File: config.mk
export PLATFORM = sky130hd
export DESIGN_NAME = denomination_tally_table_core
export DESIGN_NICKNAME = d
export VERILOG_FILES = /design/src/dtt_pkg.sv /design/src/dtt_lane.sv /design/src/dtt_merge.sv /design/src/denomination_tally_table_core.sv
export SDC_FILE = /design/constraint.sdc
export NUM_CORES = 2
export LEC_CHECK = 0
export BUFFER_PORTS_ARGS = -buffer_cell sky130_fd_sc_hd__buf_2
export CORE_MARGIN = 3
export CORE_UTILIZATION = 57
export CTS_CLUSTER_SIZE = 28
export DETAILED_ROUTE_END_ITERATION = 6
export HOLD_SLACK_MARGIN = 0.08
export PLACE_DENSITY = 0.77
export SKIP_LAST_GASP = 1
export SYNTH_ARGS = -nofsm -noshare
export SYNTH_HDL_FRONTEND = slang
export SYNTH_SLANG_ARGS = --single-unit
File: constraint.sdc
create_clock -name clk -period 6.7 [get_ports clk]
set_input_delay 1.005 -clock clk [delete_from_list [all_inputs] [get_ports clk]]
set_output_delay 1.005 -clock clk [all_outputs]
set_load 0.01 [all_outputs]
File: src/dtt_pkg.sv
`timescale 1ns / 1ps

package dtt_pkg;

  // Table geometry: entries are spread over the search lanes, entry i living in
  // lane i % LANES at bank address i / LANES.
  localparam int MAX_ENTRIES = 16;
  localparam int LANES       = 4;
  localparam int LANE_W      = 2;
  localparam int STEPS       = (MAX_ENTRIES + LANES - 1) / LANES;
  localparam int STEP_W      = (STEPS > 1) ? $clog2(STEPS) : 1;
  localparam int GI_W        = STEP_W + LANE_W;
  localparam int CNT_W       = $clog2(MAX_ENTRIES + 1);
  localparam int CMP_W       = (GI_W > CNT_W) ? GI_W : CNT_W;

  // Field widths.
  localparam int LEN_W    = 8;
  localparam int DCH_W    = 64;
  localparam int PCH_W    = 24;
  localparam int STATUS_W = 3;
  localparam int INDEX_W  = 4;
  localparam int DENOM_W  = 27;
  localparam int PCS_W    = 10;
  localparam int COUNT_W  = 16;
  localparam int AMOUNT_W = 43;

  // Character counts of the two ASCII fields.
  localparam int DENOM_CHARS = 8;
  localparam int PCS_CHARS   = 3;

  // Input request packing, lowest bit first.
  localparam int IN_LEN_LSB = 0;
  localparam int IN_DCH_LSB = IN_LEN_LSB + LEN_W;
  localparam int IN_PCH_LSB = IN_DCH_LSB + DCH_W;
  localparam int IN_W       = IN_PCH_LSB + PCH_W;

  // Result packing, lowest bit first, padded to whole bytes.
  localparam int OUT_IDX_LSB = 0;
  localparam int OUT_DEN_LSB = OUT_IDX_LSB + INDEX_W;
  localparam int OUT_CNT_LSB = OUT_DEN_LSB + DENOM_W;
  localparam int OUT_AMT_LSB = OUT_CNT_LSB + COUNT_W;
  localparam int OUT_SAT_BIT = OUT_AMT_LSB + AMOUNT_W;
  localparam int OUT_REJ_BIT = OUT_SAT_BIT + 1;
  localparam int OUT_USED    = OUT_REJ_BIT + 1;
  localparam int OUT_W       = ((OUT_USED + 7) / 8) * 8;

  // Result status codes.
  localparam logic [STATUS_W-1:0] ST_SHORT     = 3'd0;
  localparam logic [STATUS_W-1:0] ST_START     = 3'd1;
  localparam logic [STATUS_W-1:0] ST_END       = 3'd2;
  localparam logic [STATUS_W-1:0] ST_TALLIED   = 3'd3;
  localparam logic [STATUS_W-1:0] ST_MALFORMED = 3'd4;
  localparam logic [STATUS_W-1:0] ST_FULL      = 3'd5;

  // Character and frame constants.
  localparam logic [7:0] CH_NUL   = 8'h00;
  localparam logic [7:0] CH_SPACE = 8'h20;
  localparam logic [7:0] CH_0     = 8'h30;
  localparam logic [7:0] CH_9     = 8'h39;
  localparam logic [LEN_W-1:0] MIN_LEN = 8'd15;
  localparam logic [COUNT_W-1:0] COUNT_MAX = '1;

  // Running state of the digit-serial decimal parser.
  typedef struct packed {
    logic [DENOM_W-1:0] acc;
    logic               seen;
    logic               trailer;
    logic               bad;
  } parse_t;

  // One table entry seen by a lane in the current search step.
  typedef struct packed {
    logic               hit;
    logic [COUNT_W-1:0] count;
  } lane_res_t;

  // Write request towards one lane's bank.
  typedef struct packed {
    logic               en;
    logic [STEP_W-1:0]  addr;
    logic [DENOM_W-1:0] value;
    logic [COUNT_W-1:0] count;
  } lane_wr_t;

  // Outcome of one search step after merging the lanes.
  typedef struct packed {
    logic               found;
    logic [GI_W-1:0]    slot;
    logic [COUNT_W-1:0] count;
  } merge_res_t;

  // Consumes one character: padding before the digits, digits, then padding only.
  function automatic parse_t parse_step(parse_t s, logic [7:0] ch);
    parse_t r;
    r = s;
    if (ch inside {[CH_0:CH_9]}) begin
      if (s.trailer) begin
        r.bad = 1'b1;
      end
      r.acc  = DENOM_W'({s.acc, 3'b000}) + DENOM_W'({s.acc, 1'b0}) + DENOM_W'(ch - CH_0);
      r.seen = 1'b1;
    end else if (ch == CH_SPACE || ch == CH_NUL) begin
      if (s.seen) begin
        r.trailer = 1'b1;
      end
    end else begin
      r.bad = 1'b1;
    end
    return r;
  endfunction

endpackage

File: src/dtt_lane.sv
`timescale 1ns / 1ps

module dtt_lane (
  input  logic                           clk,
  input  logic [dtt_pkg::STEP_W-1:0]     rd_addr,
  input  logic [dtt_pkg::DENOM_W-1:0]    key,
  input  dtt_pkg::lane_wr_t              wr,
  output dtt_pkg::lane_res_t             res
);

  // This lane's share of the table.
  logic [dtt_pkg::DENOM_W-1:0] val_mem [dtt_pkg::STEPS];
  logic [dtt_pkg::COUNT_W-1:0] cnt_mem [dtt_pkg::STEPS];
  logic [dtt_pkg::DENOM_W-1:0] rd_value_r;
  logic [dtt_pkg::COUNT_W-1:0] rd_count_r;

  // Single write port, registered read.
  always_ff @(posedge clk) begin
    if (wr.en) begin
      val_mem[wr.addr] <= wr.value;
      cnt_mem[wr.addr] <= wr.count;
    end
    rd_value_r <= val_mem[rd_addr];
    rd_count_r <= cnt_mem[rd_addr];
  end

  // Compare the entry read last cycle against the denomination being looked up.
  assign res.hit   = (rd_value_r == key);
  assign res.count = rd_count_r;

endmodule

File: src/dtt_merge.sv
`timescale 1ns / 1ps

module dtt_merge (
  input  dtt_pkg::lane_res_t           res [dtt_pkg::LANES],
  input  logic [dtt_pkg::STEP_W-1:0]   step,
  input  logic [dtt_pkg::CNT_W-1:0]    entries_used,
  output dtt_pkg::merge_res_t          mres
);

  logic [dtt_pkg::GI_W-1:0] gidx;

  // Keep the lowest lane whose entry is in use and matches.
  always_comb begin
    mres = '0;
    gidx = '0;
    for (int l = dtt_pkg::LANES - 1; l >= 0; l--) begin
      gidx = {step, dtt_pkg::LANE_W'(l)};
      if (res[l].hit &&
          (dtt_pkg::CMP_W'(gidx) < dtt_pkg::CMP_W'(entries_used))) begin
        mres.found = 1'b1;
        mres.slot  = gidx;
        mres.count = res[l].count;
      end
    end
  end

endmodule

File: src/denomination_tally_table_core.sv
`timescale 1ns / 1ps
// Denomination tally table.
// in_t* carries one reply frame per request: frame length, the eight-character
// denomination field and the three-character piece-count field.
// out_t* returns one result per frame: status in out_tuser, and in out_tdata the
// slot, denomination, new count, exact amount, saturation flag and reject request.
// Each frame is parsed one character per cycle; for a well-formed tally the
// table is then searched by 4 lanes in parallel, 4 entries per step over up to
// 4 steps, and the matching or appended entry (none if the table is full) is
// updated and multiplied out.
// The next frame is taken the cycle after a result is loaded, so no new frame
// is taken while one is still in work.
// A finished result waits in the output register; while the receiver stalls the
// core still takes and processes the next frame, then holds it until the slot frees.
// Reset empties the table (the entry count goes to zero) and drops any pending result.
// A start frame empties the table the same way; an end frame sets send_reject.

module denomination_tally_table_core (
  input  logic                            clk,
  input  logic                            rst_n,
  input  logic                            in_tvalid,
  output logic                            in_tready,
  input  logic [dtt_pkg::IN_W-1:0]        in_tdata,   // frame_length, denom_chars, pcs_chars
  output logic                            out_tvalid,
  input  logic                            out_tready,
  output logic [dtt_pkg::OUT_W-1:0]       out_tdata,  // entry_index, denom_value,
                                                      // piece_count, entry_amount,
                                                      // count_saturated, send_reject, pad
  output logic [dtt_pkg::STATUS_W-1:0]    out_tuser   // status
);

  localparam logic [2:0] S_IDLE   = 3'd0;
  localparam logic [2:0] S_PARSE  = 3'd1;
  localparam logic [2:0] S_DECIDE = 3'd2;
  localparam logic [2:0] S_SCAN   = 3'd3;
  localparam logic [2:0] S_UPD    = 3'd4;
  localparam logic [2:0] S_MUL    = 3'd5;
  localparam logic [2:0] S_OUT    = 3'd6;

  localparam logic [2:0] LAST_CHAR = 3'(dtt_pkg::DENOM_CHARS - 1);
  localparam logic [2:0] PCS_START = 3'(dtt_pkg::DENOM_CHARS - dtt_pkg::PCS_CHARS);
  localparam logic [dtt_pkg::STEP_W-1:0] LAST_STEP = dtt_pkg::STEP_W'(dtt_pkg::STEPS - 1);

  // Control state.
  logic [2:0]                  state_r, state_nxt;
  logic [dtt_pkg::CNT_W-1:0]   entries_used_r, entries_used_nxt;
  logic                        out_tvalid_r, out_tvalid_nxt;
  logic                        chk_vld_r, chk_vld_nxt;

  // Working registers.
  logic [2:0]                  cnt_r, cnt_nxt;
  logic [dtt_pkg::DCH_W-1:0]   dch_r, dch_nxt;
  logic [dtt_pkg::PCH_W-1:0]   pch_r, pch_nxt;
  dtt_pkg::parse_t             dpar_r, dpar_nxt;
  dtt_pkg::parse_t             ppar_r, ppar_nxt;
  logic                        short_r, short_nxt;
  logic                        start_r, start_nxt;
  logic                        end_r, end_nxt;
  logic [dtt_pkg::STEP_W-1:0]  step_r, step_nxt;
  logic [dtt_pkg::STEP_W-1:0]  chk_step_r, chk_step_nxt;
  logic                        found_r, found_nxt;
  logic [dtt_pkg::GI_W-1:0]    slot_r, slot_nxt;
  logic [dtt_pkg::COUNT_W-1:0] ncount_r, ncount_nxt;
  logic                        sat_r, sat_nxt;
  logic [dtt_pkg::STATUS_W-1:0] status_r, status_nxt;
  logic [dtt_pkg::AMOUNT_W-1:0] amount_r, amount_nxt;
  logic [dtt_pkg::OUT_W-1:0]   out_tdata_r, out_tdata_nxt;
  logic [dtt_pkg::STATUS_W-1:0] out_tuser_r, out_tuser_nxt;

  // Datapath helpers.
  logic [dtt_pkg::DCH_W-1:0]   in_dch;
  logic [dtt_pkg::PCH_W-1:0]   in_pch;
  logic [dtt_pkg::LEN_W-1:0]   in_len;
  logic [dtt_pkg::PCS_W-1:0]   pcs_val;
  logic [dtt_pkg::COUNT_W:0]   sum;
  logic                        upd_we;
  logic [dtt_pkg::GI_W-1:0]    wr_slot;
  logic [dtt_pkg::COUNT_W-1:0] wr_count;
  logic                        tallied;

  dtt_pkg::lane_wr_t           lane_wr  [dtt_pkg::LANES];
  dtt_pkg::lane_res_t          lane_res [dtt_pkg::LANES];
  dtt_pkg::merge_res_t         mres;

  assign in_len  = in_tdata[dtt_pkg::IN_LEN_LSB +: dtt_pkg::LEN_W];
  assign in_dch  = in_tdata[dtt_pkg::IN_DCH_LSB +: dtt_pkg::DCH_W];
  assign in_pch  = in_tdata[dtt_pkg::IN_PCH_LSB +: dtt_pkg::PCH_W];
  assign pcs_val = ppar_r.acc[dtt_pkg::PCS_W-1:0];
  assign sum     = {1'b0, ncount_r} + (dtt_pkg::COUNT_W + 1)'(pcs_val);
  assign tallied = (status_r == dtt_pkg::ST_TALLIED);

  // Search lanes, each holding every LANES-th table entry.
  for (genvar l = 0; l < dtt_pkg::LANES; l++) begin : g_lane
    dtt_lane u_lane (
      .clk     (clk),
      .rd_addr (step_r),
      .key     (dpar_r.acc),
      .wr      (lane_wr[l]),
      .res     (lane_res[l])
    );
  end

  dtt_merge u_merge (
    .res          (lane_res),
    .step         (chk_step_r),
    .entries_used (entries_used_r),
    .mres         (mres)
  );

  // Steer the table write to the lane that owns the slot.
  always_comb begin
    for (int l = 0; l < dtt_pkg::LANES; l++) begin
      lane_wr[l].en    = upd_we && (wr_slot[dtt_pkg::LANE_W-1:0] == dtt_pkg::LANE_W'(l));
      lane_wr[l].addr  = wr_slot[dtt_pkg::GI_W-1:dtt_pkg::LANE_W];
      lane_wr[l].value = dpar_r.acc;
      lane_wr[l].count = wr_count;
    end
  end

  // Sequencer: parse, classify, search, update, multiply, hand over.
  always_comb begin
    state_nxt        = state_r;
    entries_used_nxt = entries_used_r;
    out_tvalid_nxt   = out_tvalid_r && !out_tready;
    chk_vld_nxt      = 1'b0;
    cnt_nxt          = cnt_r;
    dch_nxt          = dch_r;
    pch_nxt          = pch_r;
    dpar_nxt         = dpar_r;
    ppar_nxt         = ppar_r;
    short_nxt        = short_r;
    start_nxt        = start_r;
    end_nxt          = end_r;
    step_nxt         = step_r;
    chk_step_nxt     = step_r;
    found_nxt        = found_r;
    slot_nxt         = slot_r;
    ncount_nxt       = ncount_r;
    sat_nxt          = sat_r;
    status_nxt       = status_r;
    amount_nxt       = amount_r;
    out_tdata_nxt    = out_tdata_r;
    out_tuser_nxt    = out_tuser_r;
    upd_we           = 1'b0;
    wr_slot          = slot_r;
    wr_count         = ncount_r;

    case (state_r)
      S_IDLE: begin
        if (in_tvalid) begin
          dch_nxt   = in_dch;
          pch_nxt   = in_pch;
          short_nxt = (in_len < dtt_pkg::MIN_LEN);
          start_nxt = (in_dch == '0) && (in_pch == '0);
          end_nxt   = (&in_dch) && (&in_pch);
          dpar_nxt  = '0;
          ppar_nxt  = '0;
          cnt_nxt   = '0;
          state_nxt = S_PARSE;
        end
      end

      // One denomination character per cycle; the three count characters run alongside the last three of them.
      S_PARSE: begin
        dpar_nxt = dtt_pkg::parse_step(dpar_r, dch_r[dtt_pkg::DCH_W-1 -: 8]);
        dch_nxt  = {dch_r[dtt_pkg::DCH_W-9:0], 8'h00};
        if (cnt_r >= PCS_START) begin
          ppar_nxt = dtt_pkg::parse_step(ppar_r, pch_r[dtt_pkg::PCH_W-1 -: 8]);
          pch_nxt  = {pch_r[dtt_pkg::PCH_W-9:0], 8'h00};
        end
        cnt_nxt = cnt_r + 3'd1;
        if (cnt_r == LAST_CHAR) begin
          state_nxt = S_DECIDE;
        end
      end

      S_DECIDE: begin
        sat_nxt   = 1'b0;
        state_nxt = S_OUT;
        if (short_r) begin
          status_nxt = dtt_pkg::ST_SHORT;
        end else if (start_r) begin
          entries_used_nxt = '0;
          status_nxt       = dtt_pkg::ST_START;
        end else if (end_r) begin
          status_nxt = dtt_pkg::ST_END;
        end else if (dpar_r.bad || !dpar_r.seen || ppar_r.bad || !ppar_r.seen ||
                     (dpar_r.acc == '0)) begin
          status_nxt = dtt_pkg::ST_MALFORMED;
        end else begin
          step_nxt  = '0;
          state_nxt = S_SCAN;
        end
      end

      // Each compare checks the entries read from the address of the previous cycle.
      S_SCAN: begin
        if (step_r != LAST_STEP) begin
          step_nxt = step_r + dtt_pkg::STEP_W'(1);
        end
        if (chk_vld_r && mres.found) begin
          found_nxt  = 1'b1;
          slot_nxt   = mres.slot;
          ncount_nxt = mres.count;
          state_nxt  = S_UPD;
        end else if (chk_vld_r && (chk_step_r == LAST_STEP)) begin
          found_nxt = 1'b0;
          state_nxt = S_UPD;
        end else begin
          chk_vld_nxt = 1'b1;
        end
      end

      // Saturating add on a hit, append on a miss, full table otherwise.
      S_UPD: begin
        if (found_r) begin
          wr_count   = sum[dtt_pkg::COUNT_W] ? dtt_pkg::COUNT_MAX : sum[dtt_pkg::COUNT_W-1:0];
          upd_we     = 1'b1;
          ncount_nxt = wr_count;
          sat_nxt    = sum[dtt_pkg::COUNT_W];
          status_nxt = dtt_pkg::ST_TALLIED;
          state_nxt  = S_MUL;
        end else if (entries_used_r >= dtt_pkg::CNT_W'(dtt_pkg::MAX_ENTRIES)) begin
          status_nxt = dtt_pkg::ST_FULL;
          state_nxt  = S_OUT;
        end else begin
          wr_slot          = dtt_pkg::GI_W'(entries_used_r);
          wr_count         = dtt_pkg::COUNT_W'(pcs_val);
          upd_we           = 1'b1;
          slot_nxt         = wr_slot;
          ncount_nxt       = wr_count;
          entries_used_nxt = entries_used_r + dtt_pkg::CNT_W'(1);
          status_nxt       = dtt_pkg::ST_TALLIED;
          state_nxt        = S_MUL;
        end
      end

      S_MUL: begin
        amount_nxt = dtt_pkg::AMOUNT_W'(dpar_r.acc) * dtt_pkg::AMOUNT_W'(ncount_r);
        state_nxt  = S_OUT;
      end

      // Load the output register once it is free.
      S_OUT: begin
        if (!out_tvalid_r || out_tready) begin
          out_tvalid_nxt = 1'b1;
          out_tuser_nxt  = status_r;
          out_tdata_nxt  = {
            (dtt_pkg::OUT_W - dtt_pkg::OUT_USED)'(0),
            (status_r == dtt_pkg::ST_END),
            tallied && sat_r,
            tallied ? amount_r : dtt_pkg::AMOUNT_W'(0),
            tallied ? ncount_r : dtt_pkg::COUNT_W'(0),
            tallied ? dpar_r.acc : dtt_pkg::DENOM_W'(0),
            tallied ? dtt_pkg::INDEX_W'(slot_r) : dtt_pkg::INDEX_W'(0)
          };
          state_nxt = S_IDLE;
        end
      end

      default: begin
        state_nxt = S_IDLE;
      end
    endcase
  end

  // Control registers.
  always_ff @(posedge clk) begin
    if (!rst_n) begin
      state_r        <= S_IDLE;
      entries_used_r <= '0;
      out_tvalid_r   <= 1'b0;
      chk_vld_r      <= 1'b0;
    end else begin
      state_r        <= state_nxt;
      entries_used_r <= entries_used_nxt;
      out_tvalid_r   <= out_tvalid_nxt;
      chk_vld_r      <= chk_vld_nxt;
    end
  end

  // Payload registers.
  always_ff @(posedge clk) begin
    cnt_r       <= cnt_nxt;
    dch_r       <= dch_nxt;
    pch_r       <= pch_nxt;
    dpar_r      <= dpar_nxt;
    ppar_r      <= ppar_nxt;
    short_r     <= short_nxt;
    start_r     <= start_nxt;
    end_r       <= end_nxt;
    step_r      <= step_nxt;
    chk_step_r  <= chk_step_nxt;
    found_r     <= found_nxt;
    slot_r      <= slot_nxt;
    ncount_r    <= ncount_nxt;
    sat_r       <= sat_nxt;
    status_r    <= status_nxt;
    amount_r    <= amount_nxt;
    out_tdata_r <= out_tdata_nxt;
    out_tuser_r <= out_tuser_nxt;
  end

  assign in_tready  = (state_r == S_IDLE);
  assign out_tvalid = out_tvalid_r;
  assign out_tdata  = out_tdata_r;
  assign out_tuser  = out_tuser_r;

endmodule

; ---- Word-level counts from Yosys, hierarchy flattened
; Memory sizes are Yosys's and may differ from the RTL's. A register that Yosys moved wholly into a read port is not among the register bits.
; Cells that the tools add are included.
[totals]
latch_bits = 0
word_cells = 255
mem_bits_rw = 688
in_bits = 100
output_inout_bits = 101
memories = 8
mem_bits_ro = 0
ff_bits = 314
[op_classes]
n_lt_le_gt_ge = 11
n_eq_ne = 48
addsub = 10
mux = 87
shift = 0
div_mod_pow = 0
n_reduce_logical = 59
bitwise = 2
n_mul = 1
[mem_list]
columns = name, depth, word_bits, read_ports, rd_ports_with_merged_regs, write_ports, line
row1 = g_lane[0].u_lane.val_mem, 4, 27, 1, 1, 1, dtt_lane.sv:12  ; logic [dtt_pkg::DENOM_W-1:0] val_mem [dtt_pkg::STEPS];
row2 = g_lane[1].u_lane.val_mem, 4, 27, 1, 1, 1, dtt_lane.sv:12
row3 = g_lane[2].u_lane.val_mem, 4, 27, 1, 1, 1, dtt_lane.sv:12
row4 = g_lane[3].u_lane.val_mem, 4, 27, 1, 1, 1, dtt_lane.sv:12
row5 = g_lane[0].u_lane.cnt_mem, 4, 16, 1, 1, 1, dtt_lane.sv:13  ; logic [dtt_pkg::COUNT_W-1:0] cnt_mem [dtt_pkg::STEPS];
row6 = g_lane[1].u_lane.cnt_mem, 4, 16, 1, 1, 1, dtt_lane.sv:13
row7 = 2 more memories, --, --, --, --, --, --
[ops]
columns = op, n
row1 = $pmux 64 s2, 1
row2 = $eq 27x27->1, 4
row3 = $mux 21, 4
row4 = $mux 16, 5
row5 = $logic_not 64->1, 1
row6 = $mux 64, 1
row7 = $reduce_and 64->1, 1
row8 = $pmux 30 s2, 1
row9 = $add 27x27->27, 2
row10 = $mux 24, 2
row11 = $mux 3, 16
row12 = $pmux 24 s2, 1
row13 = $ne 2x2->1 const B, 23
row14 = $mul 27x16->43, 1
row15 = $pmux 16 s2, 1
row16 = $mux 30, 1
row17 = $mux 1, 28
row18 = $mux 28, 1
row19 = $logic_not 27->1, 1
row20 = $pmux 13 s2, 1
row21 = $logic_not 24->1, 1
row22 = $reduce_and 24->1, 1
row23 = $pmux 3 s7, 1
row24 = $add 10x10->10, 2
row25 = other kinds (43), 117

; ---- Depth between registers and ports, before layout
[logic_depth]
depth_word = 10
ltp_mapped = 26
depth_no_buf = 24

; ---- Hierarchy
; From an unflattened synthesis, not the netlist that was laid out.
[unflattened]
hier_cells = 4309
hier_area_um2 = 59886.2
[by_module_without_submodules]
columns = mod, area_per_inst_um2, cells_each, n_inst, seq_area_each_um2
row1 = denomination_tally_table_core, 29637.2, 2979, 1, 9308.9
row2 = dtt_lane, 7395.8, 309, 4, 6025.8
row3 = dtt_merge, 665.6, 94, 1, 0.0

; ---- Least setup slack after synthesis
; OpenSTA, ideal clock, no wires.
[synth_timing]
kind = register to register
start = register dpar_r[26] (netlist name)
end = register amount_r[40] (netlist name), data pin
path_stages_with_launch = 24
n_path_buf = 4
path_slack_ps = 7
t_required_ps = 6427
setup_ps = 273
synth_period_minus_slack_ps = 6693
arrival_time_ps = 6419
cell_sequence = edfxtp_1 buf_2 clkbuf_1 clkbuf_1 nand2_1 fa_1 inv_1 fa_1 fa_1 fa_1 fa_1 inv_1 fa_1 inv_1 ha_1 clkbuf_1 and3_1 nand2_1 nor4_1 a21oi_2 o21ba_2 o21ai_0 mux2i_1 o2111ai_1
[synth_between]
elab_chain_len = 1
[synth_rtl]
columns = element, line
row1 = start: declaration, denomination_tally_table_core.sv:54  ; dtt_pkg::parse_t dpar_r, dpar_nxt;
row2 = start signal: assignment, denomination_tally_table_core.sv:287  ; dpar_r <= dpar_nxt;
row3 = $mul 27x16->43, denomination_tally_table_core.sv:239  ; amount_nxt = dtt_pkg::AMOUNT_W'(dpar_r.acc) * dtt_pkg::AMOUNT_W'(ncount_r);
row4 = end signal: assignment, denomination_tally_table_core.sv:299  ; amount_r <= amount_nxt;
row5 = end: declaration, denomination_tally_table_core.sv:66  ; logic [dtt_pkg::AMOUNT_W-1:0] amount_r, amount_nxt;
; Every way passes these cells.
; A chain may end at the register's enable or synchronous reset.

; ---- Worst setup path in the final report
[layout_timing]
start = register dpar_r[14] (netlist name)
end = register amount_r[39] (netlist name), data pin
; Same word-level chain as after synthesis.

==> impl_metrics.py <==
metrics = {
    "yosys": {
        "yosys-top-cells-area": "edfxtp_1 50%, fa_1 13%, mux4_2 6.5%",
        "async_reset_ff_share_pct": 0,
        "synthMuxAreaShare_pct": 7.26,
        "yosys_warnings": 0,
        "synthCells": 4333,
        "synth_compound_area_share_pct": 3.47,
        "yosysSeqAreaShare_pct": 56.0,
        "synth_top_family_by_area": "adder cells",
        "synth_edf_count": 990,
        "ys_seq_elements": 1174,
        "synthAdderAreaFrac_pct": 16.4,
        "synth_flop_cell": "edfxtp_1",
        "synthSimpleGateAreaFrac_pct": 9.76,
        "yosysTopAreaCellShare_pct": 49.8,
        "syn_area_per_cell_um2": 13.8,
        "synth_xor_area_share_pct": 2.79,
        "netlist_area_mm2": 0.0597,
        "yosysUniqueCellTypes": 79,
        "yosysTopAreaCell": "edfxtp_1",
    },
    "setup_path": {
        "cp-end-kind": "flip-flop",
        "critPathKind": "reg -> reg",
        "cp_max_fo": 7,
        "worstPathRequired_ns": 7.13,
        "critical_path_arrival_ns": 6.97,
        "crit_start": "dpar_r[14]",
        "start_kind": "flip-flop",
        "worstReg2RegStart": "dpar_r[14]",
    },
    "cells_and_area": {
        "fillers": 7207,
        "final_common_cell": "edfxtp_1",
        "num_antenna_cells": 0,
        "area_growth_pct": 13.0,
        "fin_nets": 5292,
        "final_cell_area_mm2": 0.0675,
        "post-route-util_pct": 65.0,
        "layout-drive-gt1-share_pct": 17.6,
        "final_cell_mix": "990 x edfxtp_1, 539 x nand2_1, 458 x inv_1",
    },
    "grt": {
        "grt_pass1_wl_um": 217000,
        "first_global_vias": 36500,
        "track_usage_pct": 26.5,
        "grt_max_degree": 107,
        "grt.overflow.total": 0,
        "grt_antenna_before_repair": 4,
    },
    "floorplan": {
        "die_h_um": 330,
        "rows": 118,
        "die_w_um": 330,
        "start_util_pct": 57.5,
        "die_area_mm2": 0.109,
        "io-pin-count": 201,
        "core_mm2": 0.104,
    },
    "cts": {
        "cts_root_buf": "clkbuf_16",
        "cts_inserted_buffers": 113,
        "ctsHtreeMaxLevel": 3,
        "cts_num_sinks": 1174,
        "clk_latency_ns": 0.73,
        "path_clk_slew_ns": 0.06,
        "cts_tree": "done",
        "ctsHoldBuffers": 0,
        "clock_path_buffers": 3,
    },
    "run_status": {
        "status": "complete, no violations",
    },
    "timing": {
        "worstMarginPinSlew_ns": 1.21,
        "rsz0062_at_grt": "true",
        "timing.final.max_slew_violations": 0,
        "maxSlewHeadroom_pct": 19.3,
        "finalCritPeriodShare_pct": 97.6,
        "setup_violations": 0,
        "skew_ns": 0.0672,
        "final-hold-violation-count": 0,
        "period_minus_slack_ns": 6.54,
        "fmax_mhz": 153,
    },
    "detailed_routing": {
        "via_per_inst": 5.86,
        "drt_first_pass_iters": 5,
        "wl_um": 143000,
        "drc": 0,
        "via_count": 35800,
        "initialDrtViolationCount": 3649,
        "route.antenna.remaining_nets": 0,
        "wl_per_cell_um": 23.4,
    },
    "place": {
        "place_congestion": 0.941,
        "placed_area_mm2": 0.0631,
        "post-dp-hpwl_um": 95000,
        "portBuffers": 196,
    },
    "flow_run": {
        "max_cap_violations": 0,
    },
    "min_path": {
        "hp-class": "reg -> reg",
        "min_from": "dch_r[37]",
    },
}
==> critical path, stage by stage (launching register included) <==
cell and delay [ns]:
edfxtp_1 0.51, buf_6 0.20, buf_4 0.15, and2_1 0.17, fa_1 0.57, fa_1 0.44, fa_1 0.51, fa_1 0.43
fa_1 0.49, inv_1 0.05, fa_1 0.48, inv_1 0.04, ha_1 0.28, buf_4 0.14, nand3_1 0.15, nor2b_1 0.31
nand2_1 0.11, a311oi_2 0.37, nor3_2 0.12, buf_4 0.16, a21oi_2 0.16, buf_4 0.14, o21a_1 0.11, nor2_1 0.05
xnor2_1 0.12
==> routing by layer <==
layer  vias up  part of all wire, %  GRT usage (%)
met5         -               0.0077              0
met3       289                  9.2           5.34
met2      1696                   48           42.9
li1      15600                    -              -
met1     18200                   39           36.6
met4         2                  3.0           8.03
==> metrics by stage <==
step / hold WS (ns) / setup slack [ns] / cells / setup TNS (ns)
5_1_grt: 0.523 / -0.0845 / 6117 / -0.104
4_1_cts: 0.509 / -0.0115 / 6079 / -0.0115
6_report: 0.508 / 0.162 / 6117 / 0
2_1_floorplan: 0.372 / 0.00750 / 4336 / 0
3_5_place_dp: 0.491 / -0.000780 / 5860 / -0.000780
3_3_place_gp: 0.488 / 0.0821 / 5860 / 0
==> sequential cells by signal, indices dropped and copies added (netlist names), 30 cells and up <==
signal and flops:
dpar_r 30, dch_r 64, g_lane.u_lane.val_mem 432, g_lane.u_lane.cnt_mem 256
g_lane.u_lane.rd_value_r 108, g_lane.u_lane.rd_count_r 64, amount_r 43, out_tdata 92
==> worst paths after layout <==
check / to / slack, ns / cells after the start
worst max register to register: amount_r[39] / 0.16 / 24
worst min register to register: dch_r[45] / 0.51 / 2
worst min-delay path: dch_r[45] / 0.51 / 2
worst max-delay path: amount_r[39] / 0.16 / 24
==> area by class of cell <==
type                            count  area, µm²  share of cell area (%)
Sequential cell                  1174      33400                    49.5
Multi-Input combinational cell   2491      24000                    35.5
Clock buffer                      158       3170                    4.69
Timing Repair Buffer              397       2760                    4.10
Inverter                          461       1730                    2.56
Tap cell                         1380       1730                    2.56
Clock inverter                     56        694                    1.03
==> cell families after synthesis <==
kind of cell    count (synthesis)
compound gates                324
xor+xnor                      190
fa+ha+maj                     554
buf+inv                       671
flops                        1174
mux                           216
other cells                     1
simple gates                 1203
==> synth_stat cells, types with 16 or more instances <==
cell,n
and3_1,16
xor2_1,127
a21oi_1,85
buf_1,35
fa_1,380
nor3_1,27
buf_2,28
xnor2_1,63
mux4_2,172
ha_1,174
nor4_1,62
edfxtp_1,990
inv_1,460
dfxtp_1,184
mux2i_1,27
nand4_1,45
o21ai_1,22
and2_1,275
nand2_1,541
clkbuf_1,135
o21ai_0,67
mux2_2,17
nand3_1,42
a21o_1,33
nor2_1,133
==> repair_timing <==
action,4_1_cts,5_1_grt
pin swaps,0,6
gates cloned,0,2
endpoints found under the hold margin,0,0
setup endpoints to repair,2,12
buffers inserted,5,36
gates resized for setup,0,35
Power is left out: the tool's default activity adds up to more than one toggle a clock period on the data nets, which glitch-free logic cannot reach.
